==> config.mk <==
export PLATFORM = sky130hd
export DESIGN_NAME = sstq_front
export DESIGN_NICKNAME = d
export VERILOG_FILES = /design/src/rtl/sstq_pkg.sv /design/src/rtl/sstq_front.sv
export SDC_FILE = /design/constraint.sdc
export NUM_CORES = 1
export LEC_CHECK = 0
export BUFFER_PORTS_ARGS = -buffer_cell sky130_fd_sc_hd__buf_4
export CORE_AREA = 2 2 39 41
export CTS_BUF_LIST = sky130_fd_sc_hd__clkbuf_4
export DETAILED_ROUTE_END_ITERATION = 8
export DIE_AREA = 0 0 41 43
export GPL_TIMING_DRIVEN = 0
export PLACE_DENSITY = 0.93
export SLEW_MARGIN = 40
export SYNTH_ARGS = -nofsm -noshare
export SYNTH_HDL_FRONTEND = slang
export SYNTH_SLANG_ARGS = --single-unit
export TNS_END_PERCENT = 1
==> constraint.sdc <==
create_clock -name i_clk -period 5.8 [get_ports i_clk]
set_clock_uncertainty 0.05 [all_clocks]
set_input_delay 1.16 -clock i_clk [delete_from_list [all_inputs] [get_ports i_clk]]
set_output_delay 1.16 -clock i_clk [all_outputs]
set_load 0.01 [all_outputs]
==> src/rtl/sstq_pkg.sv <==
`timescale 1ns / 1ps
`default_nettype none
package sstq_pkg;

    localparam int QUEUE_SLOTS = 128;
    localparam int IDX_W       = $clog2(QUEUE_SLOTS);
    localparam int QNOW_W      = 7;
    localparam int CNT_W       = (IDX_W + 1 > QNOW_W) ? IDX_W + 1 : QNOW_W;
    localparam int SVC_W       = 8;
    localparam int ID_W        = 32;
    localparam int TIME_W      = 32;
    localparam int WSUM_W      = 48;
    localparam int FIFO_DEPTH  = 2;
    localparam int FPTR_W      = $clog2(FIFO_DEPTH);
    localparam int FCNT_W      = $clog2(FIFO_DEPTH + 1);
    localparam int APB_DW      = 32;
    localparam int APB_AW      = 2;

    localparam logic [SVC_W-1:0] MAX_SERVICE_RST = SVC_W'(10);

    typedef struct packed {
        logic             arrival;
        logic [SVC_W-1:0] svc;
    } t_tick;

    function automatic logic [IDX_W-1:0] next_slot(input logic [IDX_W-1:0] i);
        return (i == IDX_W'(QUEUE_SLOTS - 1)) ? '0 : i + 1'b1;
    endfunction

endpackage
`default_nettype wire

==> src/rtl/sstq_front.sv <==
`timescale 1ns / 1ps
`default_nettype none
module sstq_front
    import sstq_pkg::*;
(
    input  wire logic             i_clk,
    input  wire logic             i_rst_n,
    input  wire logic             i_valid,
    output logic                  o_stall,
    input  wire logic             i_arrival,
    input  wire logic [SVC_W-1:0] i_service_time,
    input  wire logic [SVC_W-1:0] i_max_service,
    output logic                  o_q_valid,
    output t_tick                 o_q_data,
    input  wire logic             i_q_ready
);

    logic             r_valid;
    t_tick            r_tick;
    logic             w_accept;
    logic [SVC_W-1:0] n_svc;

    assign o_stall   = r_valid && !i_q_ready;
    assign w_accept  = i_valid && !o_stall;
    assign o_q_valid = r_valid;
    assign o_q_data  = r_tick;

    // clamp to the register, never below one
    always_comb begin
        n_svc = (i_service_time > i_max_service) ? i_max_service : i_service_time;
        if (n_svc == '0) begin
            n_svc = SVC_W'(1);
        end
    end

    always_ff @(posedge i_clk) begin
        if (!i_rst_n) begin
            r_valid <= 1'b0;
        end else if (w_accept) begin
            r_valid <= 1'b1;
        end else if (i_q_ready) begin
            r_valid <= 1'b0;
        end
    end

    always_ff @(posedge i_clk) begin
        if (w_accept) begin
            r_tick.arrival <= i_arrival;
            r_tick.svc     <= n_svc;
        end
    end

endmodule
`default_nettype wire

==> reports/metrics.sh <==
STATUS='finished, final reports clean'
ROUTABILITYCONGESTION=0.810
RSZ0062_AT_GRT='false'
CLKTRANSATPATHREGS_NS=0.06
DRC_ERRORS=0
VIAS=589
FILLERINSTANCES=103
MIN_PATH_TYPE='flop to flop'
INITIAL_CORE_UTIL_PCT=46.6
HOLD-WORST-SLACK_NS=0.621
DIE-WIDTH_UM=41
FP.COREAREA_MM2=0.00138
ROUTEDWLPERCELL_UM=14.3
WORST_SKEW_PAIR.LATE_LATENCY_NS=0.26
CTS_SINKS=10
SYNTH.LIB_CELLS_USED.DISTINCT=18
CTS.HTREE.LEVELS=1
SLEW_HEADROOM_PCT=49.2
FINAL-SETUP-VIOL-COUNT=0
REG2REG_SLACK_NS=4.33
TRITONCTS.NUM_BUFFERS=3
NUMBER_OF_WARNING_MESSAGES_IN_THE_YOSYS_LOG=0
SYN-INSTANCE-COUNT=53
CTS_TREE='built'
HOLDPATHEND='o_q_valid$_SDFFE_PN0P_'
CTS_SETUP_BUFFERS=0
DRT_WL_TOTAL_UM=1490
DIE_H_UM=43
DR.PASS1.ITERS=4
VDD_IR_DROP_MAX_mV=0.113
GR-TOTAL-OVERFLOW=0
FINALNETCOUNT=118
DRIVE_GT1_SHARE_PCT=50.0
TIMING_MAX_TRANSITION_VIOLATIONS_FINAL=0
ANTENNA_VIOLATING_NETS_POST_ROUTE=0
CTS_HOLD_BUF=0
DR.FIRST_ITER.DRC_COUNT=18
SYNTHESIS.AREA_UM2=644
RR_WORST_DEPTH=2
CRIT-REG2REG-LAUNCH='o_q_valid$_SDFFE_PN0P_'
CRITICALPATHCATEGORY='input pin to output pin'
INSERTEDDIODECOUNT=0
P_PER_AREA_mW_PER_MM2=206
IO_PINS=32
CP.ARRIVAL_NS=1.64
MULTI_INPUT_AREA_UM2=324
GRT_PASS1_VIAS=585
FIN_SETUP_TNS_NS=0
SYNTH_SEQUENTIAL_AREA_RATIO_PCT=45.0
MIN_PATH_CELLS=2
FINAL-SEQ-AREA_UM2=290
WORSTSETUPSTARTPOINTTYPE='input pin'
AVGVIACOUNTPERCELL=5.66
GRT_USE_TOTAL_PCT=20.8
CTS_RESIZED=0
MAXCAPVIOLATIONS=0
WORST_SLEW_PIN_SLEW_NS=0.761
MOST_FREQUENT_CELLS_IN_THE_LAYOUT='31 x buf_4, 9 x edfxtp_1, 8 x inv_1, 8 x ha_1, 7 x mux2_2'
LAYOUT-AREA-OVERHEAD-VS-SYNTH_PCT=43.3
FP.DIEAREA_MM2=0.00176
FIN_CRIT_NS=2.85
GRT_START_MAX_NET_PINS=10
SYNTH_NETS=82
ROWS=14
IO_BUFFER_COUNT=31
POWER.STATIC_LEAKAGE_uW=0.000431
MIN_FROM='o_q_valid$_SDFFE_PN0P_'
MOSTFREQUENTLAYOUTCELL='buf_4'
YS_FF_LATCH=10
WORSTPATHMAXFANOUT=3
CRIT_PATH_END_KIND='output pin'
CLOCK_TREE.ROOT_CELL='clkbuf_4'
CTS_BUFFER_DEPTH=2
DP.FINAL_HPWL_UM=1230
NUMBER_OF_ANTENNA_VIOLATIONS_AT_THE_FIRST_CHECK_IN_GLOBAL_ROUTING=0
SYN_AVG_CELL_AREA_UM2=12.2
FINAL_HOLD_VIOL_COUNT=0
FINALCRITPERIODSHARE_PCT=49.1
REGTOREGENDPOINT='o_q_data[8]$_DFFE_PP_'
GRT_PASS1_WL_UM=2450
TIMING.CRITICAL_PATH.REQUIRED_NS=4.59
FMAX_GHz=0.351
-- Yosys cell counts --
library cell,count,area share [%]
a41oi_1,1,1.4
edfxtp_1,9,42
mux2_2,7,12
nor3_1,1,0.78
nand2_1,1,0.58
nand4_1,2,1.9
o211ai_2,1,1.9
o21a_1,1,1.2
inv_1,8,4.7
nor2b_1,3,2.9
o21ai_0,1,0.78
dfxtp_1,1,3.1
mux2i_1,1,1.6
o22ai_4,1,3.1
a21oi_1,4,3.1
a21oi_2,1,1.4
nor4_1,2,1.9
ha_1,8,16
-- cell type report --
class / instances / area share (%)
clock buffers: 3 / 2.44
clock inverters: 1 / 0.407
inverters: 8 / 3.25
multi-input cells: 35 / 35.1
flip-flops and latches: 10 / 31.4
well taps: 16 / 2.17
repair buffers: 31 / 25.2
-- metrics by stage --
step | instances | utilization, % | total power (µW) | instance area, µm² | setup slack [ns]
after floorplan | 53 | - | 118 | 644 | 3.12
after global placement | 100 | 64.8 | 142 | 897 | 2.92
after detailed placement | 100 | 64.8 | 144 | 897 | 2.87
after CTS | 104 | 66.7 | 191 | 923 | 2.94
after global routing | 104 | 66.7 | 200 | 923 | 2.92
final | 104 | 66.7 | 190 | 923 | 2.95
-- routing by layer --
layer | vias to the layer above | routed length, µm | track usage (%)
met1 | 292 | 560 | 21.5
met4 | 0 | 23 | 10.0
li1 | 269 | - | -
met5 | - | 0 | 0
met2 | 24 | 837 | 37.2
met3 | 4 | 68 | 3.14
-- report_power, final --
| part | total (µW) | internal (µW) | leakage (µW) | switching, µW |
|---|---|---|---|---|
| combinational | 55.3 | 30.1 | 0.000320 | 25.2 |
| clock | 47.2 | 24.8 | 0.0000154 | 22.4 |
| sequential | 87.8 | 86.3 | 0.0000954 | 1.49 |
| total | 190 | 141 | 0.000431 | 49.1 |
-- critical path, cell delays in order --
cell	delay (ns)
buf_4	0.11
nor2b_1	0.20
buf_4	0.17
-- how the worst max path moves through the flow --
stage | start | endpoint | depth (start not counted)
final | i_q_ready | o_stall | 3
after CTS | i_q_ready | o_stall | 3
after global routing | i_q_ready | o_stall | 3
after detailed placement | i_service_time[1] | o_q_data[6]$_SDFFCE_PN0P_ | 7
after floorplan | i_max_service[1] | o_q_data[1]$_SDFFCE_PN0P_ | 7
after global placement | i_service_time[1] | o_q_data[2]$_SDFFCE_PN0P_ | 7
-- flip-flops by register name, indices dropped and copies added, names as in the netlist --
register and flops:
o_q_valid 1, o_q_data 9
-- logic make-up (layout without fill, tap and decap cells) --
kind of cell,Yosys count,in the layout,synth area share (%)
DFF,10,10,45.0
and+or+nand+nor,9,9,8.15
AOI/OAI and AO/OA,10,10,12.8
muxes,8,8,13.8
adders and majority gates,8,8,15.5
buffers and inverters,8,43,4.66
Note: power is estimated with default switching activity, not from simulation.
