File: config.mk
export PLATFORM = sky130hd
export DESIGN_NAME = sstq_fifo
export DESIGN_NICKNAME = d
export VERILOG_FILES = /design/src/rtl/sstq_pkg.sv /design/src/rtl/sstq_fifo.sv
export SDC_FILE = /design/constraint.sdc
export NUM_CORES = 1
export LEC_CHECK = 0
export BUFFER_PORTS_ARGS = -buffer_cell sky130_fd_sc_hd__buf_2
export CAP_MARGIN = 40
export CORE_AREA = 8 8 64 66
export DETAILED_ROUTE_END_ITERATION = 8
export DIE_AREA = 0 0 72 74
export PLACE_DENSITY_LB_ADDON = 0.15
export SETUP_SLACK_MARGIN = 0.3
export SYNTH_ARGS = -nofsm -noshare
export SYNTH_HDL_FRONTEND = slang
export SYNTH_SLANG_ARGS = --single-unit
File: constraint.sdc
create_clock -name i_clk -period 2.65 [get_ports i_clk]
set_input_delay 0.265 -clock i_clk [delete_from_list [all_inputs] [get_ports i_clk]]
set_output_delay 0.265 -clock i_clk [all_outputs]
set_load 0.1 [all_outputs]
File: src/rtl/sstq_pkg.sv
`timescale 1ns / 1ps
`default_nettype none
package sstq_pkg;

    localparam int QUEUE_SLOTS = 128;
    localparam int IDX_W       = $clog2(QUEUE_SLOTS);
    localparam int QNOW_W      = 7;
    localparam int CNT_W       = (IDX_W + 1 > QNOW_W) ? IDX_W + 1 : QNOW_W;
    localparam int SVC_W       = 8;
    localparam int ID_W        = 32;
    localparam int TIME_W      = 32;
    localparam int WSUM_W      = 48;
    localparam int FIFO_DEPTH  = 2;
    localparam int FPTR_W      = $clog2(FIFO_DEPTH);
    localparam int FCNT_W      = $clog2(FIFO_DEPTH + 1);
    localparam int APB_DW      = 32;
    localparam int APB_AW      = 2;

    localparam logic [SVC_W-1:0] MAX_SERVICE_RST = SVC_W'(10);

    typedef struct packed {
        logic             arrival;
        logic [SVC_W-1:0] svc;
    } t_tick;

    function automatic logic [IDX_W-1:0] next_slot(input logic [IDX_W-1:0] i);
        return (i == IDX_W'(QUEUE_SLOTS - 1)) ? '0 : i + 1'b1;
    endfunction

endpackage
`default_nettype wire

File: src/rtl/sstq_fifo.sv
`timescale 1ns / 1ps
`default_nettype none
module sstq_fifo
    import sstq_pkg::*;
(
    input  wire logic  i_clk,
    input  wire logic  i_rst_n,
    input  wire logic  i_push,
    input  wire t_tick i_data,
    output logic       o_ready,
    output logic       o_valid,
    output t_tick      o_data,
    input  wire logic  i_pop
);

    t_tick              r_mem [FIFO_DEPTH];
    logic [FPTR_W-1:0]  r_wp;
    logic [FPTR_W-1:0]  r_rp;
    logic [FCNT_W-1:0]  r_cnt;
    logic               w_push;
    logic               w_pop;

    assign o_ready = (r_cnt != FCNT_W'(FIFO_DEPTH));
    assign o_valid = (r_cnt != '0);
    assign o_data  = r_mem[r_rp];
    assign w_push  = i_push && o_ready;
    assign w_pop   = i_pop && o_valid;

    always_ff @(posedge i_clk) begin
        if (!i_rst_n) begin
            r_wp  <= '0;
            r_rp  <= '0;
            r_cnt <= '0;
        end else begin
            if (w_push) begin
                r_wp <= (r_wp == FPTR_W'(FIFO_DEPTH - 1)) ? '0 : r_wp + 1'b1;
            end
            if (w_pop) begin
                r_rp <= (r_rp == FPTR_W'(FIFO_DEPTH - 1)) ? '0 : r_rp + 1'b1;
            end
            if (w_push && !w_pop) begin
                r_cnt <= r_cnt + 1'b1;
            end else if (w_pop && !w_push) begin
                r_cnt <= r_cnt - 1'b1;
            end
        end
    end

    always_ff @(posedge i_clk) begin
        if (w_push) begin
            r_mem[r_wp] <= i_data;
        end
    end

endmodule
`default_nettype wire

==> summary.md, run 1 <==
| Metric | Value |
|---|---|
| Outcome | finished clean |
| Number of vias after detailed routing | just under 500 |
| Pin count of the biggest net entering global routing | 14 |
| # resized after CTS | 0 |
| Maximum buffer depth of the clock tree | 2 |
| Clock transition at the registers of the reported paths | 0.13 ns |
| First-pass iteration count of the detailed router | 3 |
| Period minus WS final | about 1.9 ns |
| # port buffers | 23 |
| DRC violation total after the first TritonRoute iteration | 20 |
| Maximum clock frequency | 0.540 GHz |
| CTS Root Buffer Type | sky130_fd_sc_hd__clkbuf_4 |
| Rel. slew slack | 67.2% |
| Total of hold buffers inserted after clock tree synthesis | 0 |
| Cell count after placement | 120 |
| Signed area change from the synthesized netlist to the final layout | 21.9% |
| Post-synthesis sequential area ratio | 72.0% |
| Final-report max-slew violation count | 0 |
| Number of synthesized register bits | 23 |
| Final antenna-violating net count | 0 |
| Category of the critical setup timing path | reg -> out |
| Startpoint of the tightest hold check path | i_data[1] |
| Number of H-tree levels | 1 |
| Most common library cell in the layout ignoring fill and taps | sky130_fd_sc_hd__buf_2 |
| Gate count after technology mapping | 52 |
| Number of setup violations in the final report | 0 |
| Core region area | 3180 µm² |
| Cell Count, Final, Fillers Out | roughly 120 |
| Final weighted congestion in routability-driven placement | 0.671 |
| Cell row count | 21 |
| Critical path capture point type | output pin |
| Synth Net Count | 66 |
| Initial antenna violation count | 0 |
| Most frequent cells in the layout | sky130_fd_sc_hd__buf_2, sky130_fd_sc_hd__edfxtp_1, sky130_fd_sc_hd__mux2_2 |
| Clock tree from TritonCTS | built |
| Period utilisation layout | 69.9% |
| Area of placed instances | 1060 µm² |
| Critical path fanouts, max | 9 |
| Count of antenna diodes in the layout | 0 |
| Starting density of the core | 28.0% |
| Average routed wire per standard cell | 13.0 µm |
| Sinks on the clock net | 23 |
| Area of the die | 5330 µm² |
| Share of layout cells above drive strength 1 | 50.0% |
| Via count of the first global-routing pass | 577 |
| Total global-route track usage | 6.51% |
| Final Hold Vio Count | 0 |
| Skew-Pair Late Insertion Delay | 0.31 ns |
| Sum of overflow across all layers after global routing | 0 |
| Overall die width | ~72 µm |
| Fill cell instance count of the final layout | 332 |
| Share of the core filled with cells | 34.1% |
| Post-route DRC | 0 |
| Data required time at the worst endpoint | 2.38 ns |
| Critical path startpoint category | register |
| Boundary pin count | 24 |
| Path class of the lowest-slack min-delay path | in -> reg |
| Via density per instance | 3.98 |
| Number of distinct library cells after synthesis | 19 |
| Average footprint of a synthesized cell | between 15 and 20 µm² |
| Critical register-to-register path startpoint | r_cnt[0]$_SDFFE_PN0P_ |
| Wire length of the first global-routing pass | 2570 µm |
| Transition time at the pin with the least slew margin | ~0.49 ns |
| Final standard cell area without fillers | roughly 1100 µm² |
| Post-CTS setup-driven buffer insertion count | 0 |
| Post-synth design cell area | 890 µm² |
| Setup TNS Final | 0 ns |
| Max capacitance violation total | 0 |
| Vertical extent of the die | 74 µm |
| Arrival time reported for the critical path endpoint | between 1.5 and 2 ns |
| Final wirelength | 1610 µm |
| Final net count | between 90 and 100 |
| Yosys warns | 0 |
| Placed wire-length estimate | between 1000 and 1500 µm |
| Number of buffers created by CTS | 3 |
| Unrepaired setup endpoints after global routing | no |
| Layout Skew | 0.00594 ns |
flip-flops by register name (all words and copies together), names as in the netlist, named ones only:
signal / flops
r_wp: 1
r_cnt: 2
r_rp: 1
r_mem: 18
per-layer routing:
metal  GRT usage, %  part of all wire [%]  vias to the layer above
met5              0                     0                        -
met4           3.40                  0.81                        0
met3           3.10                   8.7                        2
met2           12.2                    52                       14
met1           5.63                    38                      237
li1               -                     -                      241
per-stage QoR:
| stage | hold WS, ns | setup WS (ns) |
|---|---|---|
| after floorplan | 0.364 | 0.930 |
| after detailed placement | 0.459 | 1.07 |
| after CTS | 0.121 | 0.721 |
| after global routing | 0.106 | 0.666 |
| final | 0.135 | 0.798 |
| after global placement | 0.453 | 1.09 |
final cells by class:
| type | instances | area (µm²) | area share [%] |
|---|---|---|---|
| inverter | 1 | 3.75 | 0.346 |
| sequential | 23 | 641 | 59.1 |
| multi-input combinational | 27 | 240 | 22.1 |
| timing repair buffer | 23 | 115 | 10.6 |
| clock inverter | 1 | 5.00 | 0.461 |
| tap | 46 | 57.6 | 5.31 |
| clock buffer | 3 | 22.5 | 2.08 |
synthesized netlist by cell type:
library cell	number	area (µm²)
sky130_fd_sc_hd__edfxtp_1	18	541
sky130_fd_sc_hd__mux2_2	9	101
sky130_fd_sc_hd__dfxtp_1	5	100
sky130_fd_sc_hd__and2_1	4	25.0
sky130_fd_sc_hd__xnor2_1	2	17.5
sky130_fd_sc_hd__a21bo_2	1	10.0
sky130_fd_sc_hd__a21boi_0	1	7.51
sky130_fd_sc_hd__a21boi_1	1	7.51
sky130_fd_sc_hd__and3_1	1	6.26
sky130_fd_sc_hd__buf_2	1	5.00
sky130_fd_sc_hd__ha_1	1	12.5
sky130_fd_sc_hd__inv_1	1	3.75
sky130_fd_sc_hd__nand2b_4	1	13.8
sky130_fd_sc_hd__nand3b_1	1	7.51
sky130_fd_sc_hd__o21ai_0	1	5.00
sky130_fd_sc_hd__o21ai_1	1	5.00
sky130_fd_sc_hd__or2_2	1	6.26
sky130_fd_sc_hd__or3_1	1	6.26
sky130_fd_sc_hd__xor2_1	1	8.76
worst max-delay path, stage by stage, from the launching register on:
cell,delay [ns]
sky130_fd_sc_hd__dfxtp_1,0.60
sky130_fd_sc_hd__mux2_2,0.38
sky130_fd_sc_hd__buf_2,0.29
cell families (layout without fill, tap and decap cells):
kind of cell    Yosys count  count (layout)  share of synthesized area (%)
simple gates              9               9                           7.31
compound gates            5               5                           3.94
flops                    23              23                           72.0
buf+inv                   2              28                          0.984
fa+ha+maj                 1               1                           1.41
mux                       9               9                           11.4
xor+xnor                  3               3                           2.95
final timing paths:
| path | slack [ns] | cells after the start | end |
|---|---|---|---|
| setup / recovery | 0.80 | 2 | o_data[2] |
| hold / removal | 0.14 | 1 | r_mem[1][1]$_DFFE_PP_ |
| setup reg to reg | 1.06 | 5 | r_cnt[1]$_SDFFE_PN0P_ |
| hold reg to reg | 0.57 | 2 | r_wp$_SDFFE_PN0P_ |
Power of run 1 is not shown: default switching activity piles up to over one toggle a cycle in this logic, so the estimate is an artifact.
==> run 2, diff against run 1 <==
clock period = 1.5 ns   (was 2.65 ns; I/O delays follow)
==> summary.md, run 2 (synthesized netlist as in run 1, its figures left out) <==
| Metric | Value |
|---|---|
| Number of flip-flops in the largest register | 18 |
| Most frequent cells in the layout | sky130_fd_sc_hd__edfxtp_1, sky130_fd_sc_hd__buf_2, sky130_fd_sc_hd__buf_12 |
| Delay of the slowest cell on the worst path | 0.38 ns |
| Max capacitance violation total | 0 |
| Layout Skew | 0.00231 ns |
| Arrival time reported for the critical path endpoint | 1.69 ns |
| Number of vias after detailed routing | ~530 |
| Maximum clock frequency | about 0.69 GHz |
| Final wirelength | 1670 µm |
| Final-report max-slew violation count | 0 |
| Wire length of the first global-routing pass | 2740 µm |
| Sinks on the clock net | 23 |
| Power density relative to cell area | roughly 2200 nW/µm² |
| Via density per instance | 4.11 |
| Post-route DRC | 0 |
| Top Registers | r_mem x18, r_cnt x2 |
| Period minus WS final | 1.45 ns |
| Share of layout cells above drive strength 1 | 62.2% |
| First-pass iteration count of the detailed router | 4 |
| Path class of the lowest-slack min-delay path | in -> reg |
| Placed wire-length estimate | ~1200 µm |
| Cell with the largest stage delay on the worst path | sky130_fd_sc_hd__dfxtp_4 |
| Total of hold buffers inserted after clock tree synthesis | 0 |
| Setup TNS Final | 0 ns |
| Final-layout worst hold slack | 0.0267 ns |
| Number of setup violations in the final report | 0 |
| Critical path startpoint category | register |
| # port buffers | 23 |
| Outcome | finished clean |
| Final net count | slightly below 100 |
| Total global-route track usage | 6.77% |
| Final antenna-violating net count | 0 |
| Core region area | 3180 µm² |
| Final weighted congestion in routability-driven placement | 0.695 |
| Transition time at the pin with the least slew margin | 0.281 ns |
| Pin count of the biggest net entering global routing | 14 |
| Unrepaired setup endpoints after global routing | yes |
| Cell row count | 21 |
| Number of buffers created by CTS | 3 |
| Critical path fanouts, max | 4 |
| Initial antenna violation count | 0 |
| Crit path cell chain | nand2b_4 > and2_4 > ha_4 > xor2_1 > or3_1 > a21boi_1 |
| Average routed wire per standard cell | 13.1 µm |
| Overall die width | slightly above 70 µm |
| Rel. slew slack | roughly four fifths |
| Area of the die | roughly 5300 µm² |
| Critical path capture point type | register |
| Via count of the first global-routing pass | ~600 |
| Final Hold Vio Count | 0 |
| Maximum buffer depth of the clock tree | 2 |
| DRC violation total after the first TritonRoute iteration | 10 |
| Leakage | 0.524 nW |
| Vertical extent of the die | 74 µm |
| Most common library cell in the layout ignoring fill and taps | sky130_fd_sc_hd__edfxtp_1 |
| Category of the critical setup timing path | reg -> reg |
| Clock tree from TritonCTS | built |
| Count of antenna diodes in the layout | 0 |
| CTS Root Buffer Type | sky130_fd_sc_hd__clkbuf_4 |
| Boundary pin count | 24 |
| Register with the most flip-flops | r_mem |
| Data required time at the worst endpoint | approximately 1.7 ns |
| Fill cell instance count of the final layout | 304 |
| Worst-case vdd ir drop | around 1.2 mV |
| Skew-Pair Late Insertion Delay | 0.30 ns |
| Number of H-tree levels | 1 |
| Sum of overflow across all layers after global routing | 0 |
| Starting density of the core | between 20% and 30% |
| Clock transition at the registers of the reported paths | 0.12 ns |
| Period utilisation layout | 96.8% |
| Signed area change from the synthesized netlist to the final layout | 51.3% |
run 2: power breakdown:
part / leakage [nW] / switching (mW) / internal (mW) / total, mW
logic: 0.296 / 1.08 / 0.728 / 1.80
clock network: 0.0177 / 0.176 / 0.0994 / 0.275
registers: 0.211 / 0.0626 / 0.823 / 0.885
run 2: final timing paths:
kind | start | cells after the start | to | slack, ns
setup / recovery | r_cnt[0]$_SDFFE_PN0P_ | 6 | r_cnt[1]$_SDFFE_PN0P_ | 0.05
hold / removal | i_data[5] | 1 | r_mem[1][5]$_DFFE_PP_ | 0.03
setup reg to reg | r_cnt[0]$_SDFFE_PN0P_ | 6 | r_cnt[1]$_SDFFE_PN0P_ | 0.05
hold reg to reg | r_cnt[1]$_SDFFE_PN0P_ | 2 | r_cnt[1]$_SDFFE_PN0P_ | 0.54
run 2: area by class of cell:
cell class,count,area [µm²],area share [%]
Sequential cell,23,649,48.2
Inverter,1,6.26,0.465
Tap cell,46,57.6,4.28
Multi-Input combinational cell,27,300,22.3
Clock inverter,1,5.00,0.372
Clock buffer,3,22.5,1.67
Timing Repair Buffer,27,305,22.7
run 2: critical path: cells and delay by family, from the launching register on:
family / cells / cell delay [ns]
AOI/OAI and AO/OA: 1 / 0.11
and+or+nand+nor: 3 / 0.60
DFF: 1 / 0.38
xor gates and xnor gates: 1 / 0.15
adders and majority gates: 1 / 0.15
run 2: repair_timing:
item / in CTS / in global routing
setup endpoints to repair: 22 / 31
gates resized for setup: 59 / 1
pin swaps: 1 / 1
gates cloned: 0 / 0
setup buffers: 2 / 0
run 2: per-stage QoR:
step                      worst slack, ns  cells  instance area, µm²  util, %  total power [mW]
final                              0.0485    128                1350     42.3              2.97
after global routing             -0.00657    128                1350     42.3              3.10
after CTS                          0.0483    128                1340     42.3              2.99
after detailed placement           0.0431    122                1090     34.3              2.20
after global placement             0.0892    122                1090     34.3              2.20
after floorplan                   -0.0913     52                 907        -              1.99
run 2: routing by layer:
layer  vias to the layer above  share of wire (%)  track usage, %
met3                         2                 11            4.85
met1                       252                 39            6.27
met4                         0               0.54            1.36
met5                         -                  0               0
met2                        18                 49            11.9
li1                        254                  -               -
No activity file was read; power rests on OpenSTA's default activity.
==> run 3, diff against run 2 <==
PLACE_DENSITY = 0.54   (was default)
PLACE_DENSITY_LB_ADDON = default   (was 0.15)
clock period = 1.35 ns   (was 1.5 ns; I/O delays follow)
==> summary.md, run 3 (synthesized netlist as in run 1, its figures left out) <==
| Metric | Value |
|---|---|
| Share of layout cells above drive strength 1 | 67.7% |
| Dominant delay contributor by cell family on the critical path | simple AND/OR/NAND/NOR gates |
| Power density relative to cell area | 2390 nW/µm² |
| Maximum clock frequency | 0.688 GHz |
| Core region area | 3180 µm² |
| # port buffers | 23 |
| Internal Power | 2.02 mW |
| Period minus WS final | 1.45 ns |
| Transition time at the pin with the least slew margin | approximately 0.31 ns |
| Sum of overflow across all layers after global routing | 0 |
| Clock transition at the registers of the reported paths | 0.12 ns |
| Initial antenna violation count | 0 |
| Final-report max-slew violation count | 0 |
| Final net count | 108 |
| Highest routed metal layer | met4 |
| Vertical extent of the die | 74 µm |
| Area of the die | 5330 µm² |
| Final weighted congestion in routability-driven placement | 0.674 |
| Proportion of power drawn by flip-flops and latches | 27.5% |
| Clock tree from TritonCTS | built |
| Final antenna-violating net count | 0 |
| Number of setup violations in the final report | 21 |
| Switching power total | 1.55 mW |
| Total global-route track usage | 7.02% |
| Cell with the largest stage delay on the worst path | sky130_fd_sc_hd__dfxtp_2 |
| Net Sw Frac | a little over two fifths |
| Total buffers and inverters traversed by the critical path | 0 |
| Path class of the lowest-slack min-delay path | in -> reg |
| Overall die width | 72 µm |
| Outcome | finished with violations |
| Register area | ~650 µm² |
| Boundary pin count | 24 |
| Slack of the critical path | -0.104 ns |
| Final Hold Vio Count | 0 |
| Sum of routed wire segments on met1 | 706 µm |
| Data required time at the worst endpoint | 1.58 ns |
| Sinks on the clock net | 23 |
| Arrival time reported for the critical path endpoint | 1.69 ns |
| Top Registers | r_mem x18, r_cnt x2 |
| Leakage | 0.588 nW |
| Setup slack at placement | -0.101 ns |
| DRC violation total after the first TritonRoute iteration | 8 |
| Most common library cell in the layout ignoring fill and taps | sky130_fd_sc_hd__edfxtp_1 |
| Number of flip-flops in the largest register | 18 |
| Critical path fanouts, max | 3 |
| Fill cell instance count of the final layout | 277 |
| Register with the most flip-flops | r_mem |
| CTS Root Buffer Type | sky130_fd_sc_hd__clkbuf_4 |
| Delay of the slowest cell on the worst path | around 0.35 ns |
| Area of placed instances | 1320 µm² |
| Most frequent cells in the layout | sky130_fd_sc_hd__edfxtp_1, sky130_fd_sc_hd__buf_2, sky130_fd_sc_hd__buf_12 |
| Final standard cell area without fillers | 1500 µm² |
| Met2 WL | roughly 1000 µm |
| Unrepaired setup endpoints after global routing | yes |
| First-pass iteration count of the detailed router | 2 |
| Signed area change from the synthesized netlist to the final layout | 68.2% |
| Part of the power in the clock network | 8.3% |
| Critical path capture point type | register |
| Pin count of the biggest net entering global routing | 14 |
| Multi-input gate area | ~340 µm² |
| Placed wire-length estimate | 1210 µm |
| Period utilisation layout | 108% |
| Number of buffers created by CTS | 3 |
| Average routed wire per standard cell | 13.4 µm |
| Skew-Pair Late Insertion Delay | 0.30 ns |
| Failing checks | negative setup slack |
| Via density per instance | just over 4 |
| Cell row count | 21 |
| Crit path cell chain | nand2b_4 > and2_4 > ha_4 > xor2_2 > or3_1 > a21boi_2 |
| Number of H-tree levels | 1 |
| Final wirelength | 1860 µm |
| Starting density of the core | 28.0% |
| Number of vias after detailed routing | 566 |
| Max capacitance violation total | 0 |
| Met3 wire length | roughly 110 µm |
| Proportion of power drawn by combinational gates | between 60% and 70% |
| Via count of the first global-routing pass | 624 |
| Post-route DRC | 0 |
| Layout Skew | 0.00624 ns |
| Wire length of the first global-routing pass | 2850 µm |
| Count of antenna diodes in the layout | 0 |
| Category of the critical setup timing path | reg -> reg |
| Worst-case vdd ir drop | 1.71 mV |
| Critical path startpoint category | register |
| Maximum buffer depth of the clock tree | 2 |
| Rel. slew slack | 79.4% |
[run 3: changes by cell type in the layout (fill, tap and decap cells not counted), sizes merged]
cell / change
dlygate4sd3: +3
buf: +6
and3: +1
clkinvlp: +1
[run 3: per-layer routing]
metal,vias to the layer above,GRT usage (%)
met4,0,2.72
li1,276,-
met2,15,13.3
met5,-,0
met1,273,6.80
met3,2,2.56
[run 3: stage by stage]
step,power [mW],cells,hold slack [ns],setup TNS [ns],utilization (%)
final,3.57,139,0.0265,-1.15,47.1
after global routing,3.74,139,0.00136,-2.42,47.1
after global placement,3.00,125,0.325,0,41.6
after detailed placement,3.04,125,0.331,-0.101,41.6
after CTS,3.43,132,0.0109,-0.993,43.8
after floorplan,2.31,52,0.234,-0.339,-
[run 3: final timing paths]
| kind | startpoint | to | slack, ns | cells after the start |
|---|---|---|---|---|
| hold reg to reg | r_rp$_SDFFE_PN0P_ | r_rp$_SDFFE_PN0P_ | 0.59 | 2 |
| setup reg to reg | r_cnt[0]$_SDFFE_PN0P_ | r_cnt[1]$_SDFFE_PN0P_ | -0.10 | 6 |
| setup / recovery | r_cnt[0]$_SDFFE_PN0P_ | r_cnt[1]$_SDFFE_PN0P_ | -0.10 | 6 |
| hold / removal | i_data[2] | r_mem[1][2]$_DFFE_PP_ | 0.03 | 1 |
[run 3: area by class of cell]
| cell class | count | area share (%) |
|---|---|---|
| clock buffer | 3 | 1.51 |
| inverter | 1 | 0.418 |
| clock inverter | 1 | 0.334 |
| multi-input combinational | 28 | 22.8 |
| timing repair buffer | 36 | 27.3 |
| timing repair inverter | 1 | 0.502 |
| sequential | 23 | 43.2 |
| tap | 46 | 3.85 |
[run 3: power by group through the flow]
stage               Sequential (mW)  Clock [mW]  Combinational (mW)
finish                        0.981       0.295                2.30
global route                  0.995       0.344                2.40
CTS                           0.962       0.307                2.16
detailed placement            0.972           0                2.06
global placement              0.965           0                2.03
floorplan                     0.967           0                1.34
[run 3: what timing repair did]
action	4_1_cts	5_1_grt
buffers inserted	2	3
pin swaps	3	7
resized for setup	7	10
setup endpoints to repair	33	34
hold buffers	0	3
hold endpoints to repair	0	5
gates cloned	1	1
